<file path="config.mk">
export PLATFORM = sky130hd
export DESIGN_NAME = bdq_ctrl
export DESIGN_NICKNAME = d
export VERILOG_FILES = /design/src/rtl/bdq_pkg.sv /design/src/rtl/bdq_ctrl.sv
export SDC_FILE = /design/constraint.sdc
export NUM_CORES = 1
export LEC_CHECK = 0
export ABC_AREA = 1
export BUFFER_PORTS_ARGS = -buffer_cell sky130_fd_sc_hd__buf_2
export CORE_AREA = 2 2 39 41
export CTS_BUF_LIST = sky130_fd_sc_hd__clkbuf_4
export DETAILED_ROUTE_END_ITERATION = 8
export DIE_AREA = 0 0 41 43
export PLACE_DENSITY = 0.37
export SYNTH_ARGS = -nofsm -noshare
export SYNTH_HDL_FRONTEND = slang
export SYNTH_SLANG_ARGS = --single-unit
</file>
<file path="constraint.sdc">
create_clock -name clk -period 1.2 [get_ports clk]
set_clock_uncertainty 0.1 [all_clocks]
set_input_delay 0.12 -clock clk [delete_from_list [all_inputs] [get_ports clk]]
set_output_delay 0.12 -clock clk [all_outputs]
set_load 0.01 [all_outputs]
</file>
<file path="src/rtl/bdq_pkg.sv">
// Shared constants, types and helpers for the bounded deque.
package bdq_pkg;

    localparam int DEPTH  = 1024;
    localparam int ADDR_W = $clog2(DEPTH);
    localparam int OCC_W  = ADDR_W + 1;
    localparam int SUM_W  = OCC_W + 1;
    localparam int CAP_W  = 11;
    localparam int CMP_W  = (OCC_W > CAP_W) ? OCC_W : CAP_W;
    localparam int KIND_W = 3;
    localparam int DATA_W = 32;

    localparam logic [CAP_W-1:0]  CAP_RESET  = CAP_W'(1024);
    localparam logic [DATA_W-1:0] EMPTY_WORD = '1;

    typedef enum logic [KIND_W-1:0] {
        KIND_PUSH_FRONT = 3'd0,
        KIND_PUSH_BACK  = 3'd1,
        KIND_POP_FRONT  = 3'd2,
        KIND_POP_BACK   = 3'd3,
        KIND_QUERY      = 3'd4
    } kind_t;

    typedef enum logic [1:0] {
        ST_IDLE,
        ST_READ,
        ST_LOAD
    } state_t;

    typedef struct packed {
        logic exec;  // apply the accepted word to head, count and store
        logic rd;    // read front and rear entries
        logic load;  // load the result register
    } cmd_t;

    // Ring position off entries past base, modulo DEPTH.
    function automatic logic [ADDR_W-1:0] ring_pos(
        input logic [ADDR_W-1:0] base,
        input logic [OCC_W-1:0]  off
    );
        logic [SUM_W-1:0] s;
        s = SUM_W'(base) + SUM_W'(off);
        if (s >= SUM_W'(DEPTH))
            s = s - SUM_W'(DEPTH);
        return s[ADDR_W-1:0];
    endfunction

endpackage

</file>
<file path="src/rtl/bdq_ctrl.sv">
// Sequencing state machine for the bounded deque.
module bdq_ctrl (
    input  logic          clk,
    input  logic          rst_n,
    input  logic          req_valid,
    output logic          req_ready,
    output logic          rsp_valid,
    input  logic          rsp_ready,
    output bdq_pkg::cmd_t cmd
);
    import bdq_pkg::*;

    state_t state_reg;
    state_t state_next;
    logic   out_valid_reg;
    logic   out_valid_next;

    always_comb
    begin
        state_next = state_reg;
        unique case (state_reg)
            ST_IDLE:
            begin
                if (req_valid)
                    state_next = ST_READ;
            end
            ST_READ:
            begin
                state_next = ST_LOAD;
            end
            ST_LOAD:
            begin
                if (!out_valid_reg || rsp_ready)
                    state_next = ST_IDLE;
            end
            default:
            begin
                state_next = ST_IDLE;
            end
        endcase
    end

    always_comb
    begin
        req_ready = (state_reg == ST_IDLE);
        cmd.exec  = (state_reg == ST_IDLE) && req_valid;
        cmd.rd    = (state_reg == ST_READ);
        // load only into a free result register
        cmd.load  = (state_reg == ST_LOAD) && (!out_valid_reg || rsp_ready);
    end

    always_comb
    begin
        out_valid_next = out_valid_reg;
        if (cmd.load)
            out_valid_next = 1'b1;
        else if (rsp_ready)
            out_valid_next = 1'b0;
    end

    assign rsp_valid = out_valid_reg;

    always_ff @(posedge clk or negedge rst_n)
    begin
        if (!rst_n)
        begin
            state_reg     <= ST_IDLE;
            out_valid_reg <= 1'b0;
        end
        else
        begin
            state_reg     <= state_next;
            out_valid_reg <= out_valid_next;
        end
    end

    a_accept_reads: assert property (@(posedge clk) disable iff (!rst_n)
        cmd.exec |=> cmd.rd)
        else $error("accepted word not followed by a store read");

    a_read_loads: assert property (@(posedge clk) disable iff (!rst_n)
        cmd.rd |=> (state_reg == ST_LOAD))
        else $error("store read not followed by result load");

    a_load_free: assert property (@(posedge clk) disable iff (!rst_n)
        cmd.load |-> (!rsp_valid || rsp_ready))
        else $error("result register overwritten while held");

    a_one_in_flight: assert property (@(posedge clk) disable iff (!rst_n)
        (state_reg != ST_IDLE) |-> !req_ready)
        else $error("second word accepted while one is in flight");

endmodule

</file>
; Word-level counts from Yosys, hierarchy flattened
; Cells that the tools add are included.
[classes]
n_eq_ne = 4
muxes = 5
reduce_logical = 7
[op_table]
columns = op, count
row1 = 2-bit one-hot mux with 3 select lines, 1
row2 = 2-bit 2-to-1 mux, 2
row3 = 2-bit by 1-bit == test with 1-bit output (second input constant), 1
row4 = 2-bit == test (second input constant), 1
row5 = 1-bit logical AND, 2
row6 = 2-bit zero test, 1
row7 = 1-bit 2-to-1 mux, 2
row8 = 2-bit by 1-bit inequality test with 1-bit output (second input constant), 1
row9 = 2-bit inequality test (second input constant), 1
row10 = 2-bit AND reduction, 1
row11 = 2-bit nonzero test, 1
row12 = 1-bit zero test, 1
row13 = 1-bit logical OR, 1
[totals]
register_bits = 3
inputBits = 4
out_inout_bits = 5
wordCells = 18

; Logic depth before layout (Yosys ltp)
[logic_depth]
ltp_word = 4
ltp_mapped = 4
mapped_depth_nobuf = 4

; Worst setup path before layout
; Ideal clock, no wire load.
[synth_path]
path_type = reg2out
start = register state_reg[1]
end = output cmd[2] in the netlist's numbering
arrival_ns = 0.757
required_ns = 0.980
setup_slack_ns = 0.223
path_stages_with_launch = 2
path_buffers = 0
cell_sequence = dfrtp_1 > nor3b_1
[synth_lines]
columns = element, line_no
row1 = start: declaration, bdq_ctrl.sv:13  ; state_t state_reg;
row2 = start signal: assignment, bdq_ctrl.sv:72  ; state_reg <= state_next;
row3 = end: declaration, bdq_ctrl.sv:9  ; output bdq_pkg::cmd_t cmd

==> flow_summary.html <==
<table>
<tr><th>Metric</th><th>Value</th></tr>
<tr><th colspan="2">Floorplan</th></tr>
<tr><td>Chip width</td><td>41 µm</td></tr>
<tr><td>Initial Utilization</td><td>10.8%</td></tr>
<tr><td>Die Height</td><td>43 µm</td></tr>
<tr><td>Area of the core</td><td>~0.0014 mm²</td></tr>
<tr><td>Floorplan row count</td><td>14</td></tr>
<tr><td>Boundary Pins</td><td>9</td></tr>
<tr><td>Die Footprint</td><td>0.00176 mm²</td></tr>
<tr><th colspan="2">Global route</th></tr>
<tr><td>Global-route wire length before repair</td><td>669 µm</td></tr>
<tr><td>GR met2 Demand/Resource</td><td>between 7 and 8%</td></tr>
<tr><td>Via count of the first global-routing pass</td><td>155</td></tr>
<tr><td>Overall global routing resource usage</td><td>6.74%</td></tr>
<tr><td>Largest net degree at the start of global routing</td><td>7</td></tr>
<tr><td>GRT Residual Overflow</td><td>0</td></tr>
<tr><td>Gr busiest metal</td><td>met3</td></tr>
<tr><td>Grt met3 use</td><td>9.42%</td></tr>
<tr><td>Grt met1 use</td><td>6.47%</td></tr>
<tr><td>Antenna violations before repair</td><td>0</td></tr>
<tr><th colspan="2">Worst setup path</th></tr>
<tr><td>Crit-path max FO</td><td>5</td></tr>
<tr><td>Category of the critical setup timing path</td><td>reg2out</td></tr>
<tr><td>CP Data Required Time</td><td>980 ps</td></tr>
<tr><td>Arrival time reported for the critical path endpoint</td><td>990 ps</td></tr>
<tr><td>Critical path capture point type</td><td>output pin</td></tr>
<tr><td>Startpoint type of the worst setup path</td><td>flop</td></tr>
<tr><th colspan="2">Status</th></tr>
<tr><td>Run status</td><td>finished, violations left</td></tr>
<tr><td>Failing checks</td><td>negative setup slack</td></tr>
<tr><th colspan="2">Timing</th></tr>
<tr><td>Timing-limited maximum frequency</td><td>between 0.8 and 0.9 GHz</td></tr>
<tr><td>Worst-Margin Slew</td><td>152 ps</td></tr>
<tr><td>Setup tns final</td><td>-11.6 ps</td></tr>
<tr><td>Final hold slack</td><td>50.4 ps</td></tr>
<tr><td>Worst-case setup margin in the final layout</td><td>-10.8 ps</td></tr>
<tr><td>Share of the clock period used by the worst path after layout</td><td>101%</td></tr>
<tr><td>Number of slew-limit violations in the final report</td><td>0</td></tr>
<tr><td>Setup repair after global routing missed its margin</td><td>true</td></tr>
<tr><td>Number of failing hold endpoints at the final stage</td><td>0</td></tr>
<tr><td>Shortest clock period the worst path allows after layout</td><td>1210 ps</td></tr>
<tr><td># setup viols final</td><td>2</td></tr>
<tr><td>Worst slew slack as a fraction of its limit</td><td>between 80% and 90%</td></tr>
<tr><th colspan="2">Clock tree</th></tr>
<tr><td>Number of buffers between clock root and the deepest sink</td><td>2</td></tr>
<tr><td>Number of levels the H-tree was split into</td><td>1</td></tr>
<tr><td>Root buffer cell</td><td>clkbuf_4</td></tr>
<tr><td>Clock insertion delay at the later pin of the skew report</td><td>230 ps</td></tr>
<tr><td>Clock-pin slew reported for the worst setup and hold paths after clock tree synthesis</td><td>40 ps</td></tr>
<tr><td>Clock tree from TritonCTS</td><td>built</td></tr>
<tr><td>Number of CTS-inserted buffers</td><td>3</td></tr>
<tr><td>Sink Count</td><td>3</td></tr>
<tr><td># Post-CTS Setup Buffers</td><td>0</td></tr>
<tr><th colspan="2">Pwr</th></tr>
<tr><td>PnR Total Power</td><td>0.547 mW</td></tr>
<tr><td>Sequential share of power</td><td>around 32%</td></tr>
<tr><td>Internal power</td><td>0.362 mW</td></tr>
<tr><td>Net switching power of the design</td><td>0.185 mW</td></tr>
<tr><td>Highest ir drop seen on vdd</td><td>0.000848 V</td></tr>
<tr><td>Ratio of total power to cell area</td><td>2080 mW/mm²</td></tr>
<tr><td>Clock share of power</td><td>between 30% and 40%</td></tr>
<tr><td>Total leakage power</td><td>0.136 nW</td></tr>
<tr><td>Portion of total power attributed to combinational logic</td><td>between 30 and 40%</td></tr>
<tr><td>Fraction of power spent switching nets</td><td>33.8%</td></tr>
<tr><th colspan="2">Placed design</th></tr>
<tr><td>Dpl ws</td><td>191 ps</td></tr>
<tr><td>Gpl congestion</td><td>0.657</td></tr>
<tr><td>Estimated wirelength of the detail-placed design</td><td>roughly 250 µm</td></tr>
<tr><td>Placed cell count</td><td>42</td></tr>
<tr><td>Port-buffer cells</td><td>8</td></tr>
<tr><td>Area after DPL</td><td>~200 µm²</td></tr>
<tr><th colspan="2">Layout</th></tr>
<tr><td>Final core occ</td><td>19.0%</td></tr>
<tr><td>Fin nets</td><td>37</td></tr>
<tr><td>Multi-input gate area in the final layout</td><td>60.1 µm²</td></tr>
<tr><td>Filler-free cell count of the finished design</td><td>48</td></tr>
<tr><td>Share of cells above drive strength 1</td><td>56.3%</td></tr>
<tr><td>Flip-flop count of the largest register after layout</td><td>2</td></tr>
<tr><td>Area of all sequential standard cells</td><td>77.6 µm²</td></tr>
<tr><td>Synth-to-Final Area Change</td><td>75.0%</td></tr>
<tr><td>Post-route standard cell area excluding fillers</td><td>263 µm²</td></tr>
<tr><td>Layout filler cell count</td><td>161</td></tr>
<tr><td>Antenna diode count</td><td>0</td></tr>
<tr><th colspan="2">Synth</th></tr>
<tr><td>Nets in the synthesized netlist</td><td>23</td></tr>
<tr><td>Largest cells by area after synthesis</td><td>dfrtp_1 (50%), nor2_1 (10%), nor3b_1 (10%)</td></tr>
<tr><td>Sequential share of the synthesized area</td><td>50.0%</td></tr>
<tr><td>Proportion of synthesized flip-flops having asynchronous set or reset</td><td>100%</td></tr>
<tr><td>Leading cell type by number of instances after synthesis</td><td>nor2_1</td></tr>
<tr><td>Yosys warning count</td><td>0</td></tr>
<tr><td>Area share of the leading cell type in the synthesized netlist</td><td>50.0%</td></tr>
<tr><td>Number of enable-type register cells in the synthesized netlist</td><td>0</td></tr>
<tr><td>Yosys top cell by area</td><td>dfrtp_1</td></tr>
<tr><td>Mean post-synth cell area</td><td>7.90 µm²</td></tr>
<tr><td>Number of standard cells after synthesis</td><td>19</td></tr>
<tr><td>Most common library cells after synthesis</td><td>nor2_1 (4), dfrtp_1 (3), inv_1 (3), nand2_1 (3), nor3b_1 (2)</td></tr>
<tr><td>Register bit count reported by yosys</td><td>3</td></tr>
<tr><td>Post-Syn Area</td><td>roughly 150 µm²</td></tr>
<tr><td>Predominant post-synthesis flop cell</td><td>dfrtp_1</td></tr>
<tr><td>Number of distinct library cells after synthesis</td><td>9</td></tr>
<tr><th colspan="2">Drt</th></tr>
<tr><td>Drt pass-1 iters</td><td>2</td></tr>
<tr><td>Total Wirelength</td><td>approximately 350 µm</td></tr>
<tr><td>Number of DRC markers in iteration 0</td><td>5</td></tr>
<tr><td>DRC violations left</td><td>0</td></tr>
<tr><td>Number of routed nets with antenna violations</td><td>0</td></tr>
<tr><td>Routed wire per std cell</td><td>around 7.4 µm</td></tr>
<tr><td>Detailed-route via count</td><td>around 150</td></tr>
<tr><td>Avg Vias per Cell</td><td>3.19</td></tr>
<tr><th colspan="2">Run</th></tr>
<tr><td>Number of maximum-capacitance violations</td><td>0</td></tr>
<tr><th colspan="2">Min path</th></tr>
<tr><td>Hold Path Class</td><td>in2reg</td></tr>
</table>
==> power by group through the flow <==
stage	registers [mW]	logic, mW	clock network (mW)
after floorplan	0.171	0.101	0
after detailed placement	0.171	0.162	0
after global routing	0.185	0.196	0.228
after CTS	0.176	0.173	0.211
final	0.176	0.169	0.201
after global placement	0.171	0.162	0
==> worst max-delay path, stage by stage (launching register included) <==
cell     delay, ps
dfrtp_2        430
inv_2           80
nand2_2         50
nor2_1          70
buf_2          130
==> placed cells by master, fill, tap and decap left out <==
master and n:
inv_1 3, nor2_2 1, nand2_1 2, dfrtp_1 1
nor3b_2 1, nand2_2 1, inv_2 1, dfrtp_2 2
dlygate4sd3_1 2, clkbuf_4 4, nor2_1 4, nor3b_1 1
buf_2 8, o21ai_0 1
==> layout make-up <==
class	count	area share, %
clock buffer	4	11.4
inverter	4	5.71
multi-input combinational	11	22.9
sequential	3	29.5
tap	16	7.62
timing repair buffer	10	22.9
==> logic make-up after synthesis <==
family          after synthesis  synth area share (%)
simple gates                 10                  31.7
buf+inv                       5                  15.0
compound gates                1                  3.33
flops                         3                  50.0
==> metal layers <==
metal / vias up / wire (µm) / part of all wire (%)
met5: - / 0 / 0
met4: 0 / 0 / 0
met3: 0 / 70 / 20
met2: 11 / 117 / 33
met1: 61 / 165 / 47
li1: 81 / - / -
==> worst paths after layout <==
path                                           from                       end  slack (ps)  cells past startpoint
hold / removal                            req_valid  state_reg[0]$_DFFE_PN0P_          50                      2
hold reg to reg            state_reg[0]$_DFFE_PN0P_  state_reg[0]$_DFFE_PN0P_         400                      1
max in group asynchronous                     rst_n  state_reg[0]$_DFFE_PN0P_         770                      2
min in group asynchronous                     rst_n     rsp_valid$_DFFE_PN0P_         110                      2
setup reg to reg           state_reg[1]$_DFFE_PN0P_  state_reg[1]$_DFFE_PN0P_         350                      4
setup / recovery           state_reg[0]$_DFFE_PN0P_                    cmd[0]         -10                      4
==> repair_timing <==
item                                    in CTS  in global routing
gates resized for setup                      3                  1
pin swaps                                    1                  1
endpoints found under the setup margin       2                  4
endpoints found under the hold margin        4                  0
hold buffers                                 2                  0
No activity file was read; power rests on OpenSTA's default activity.
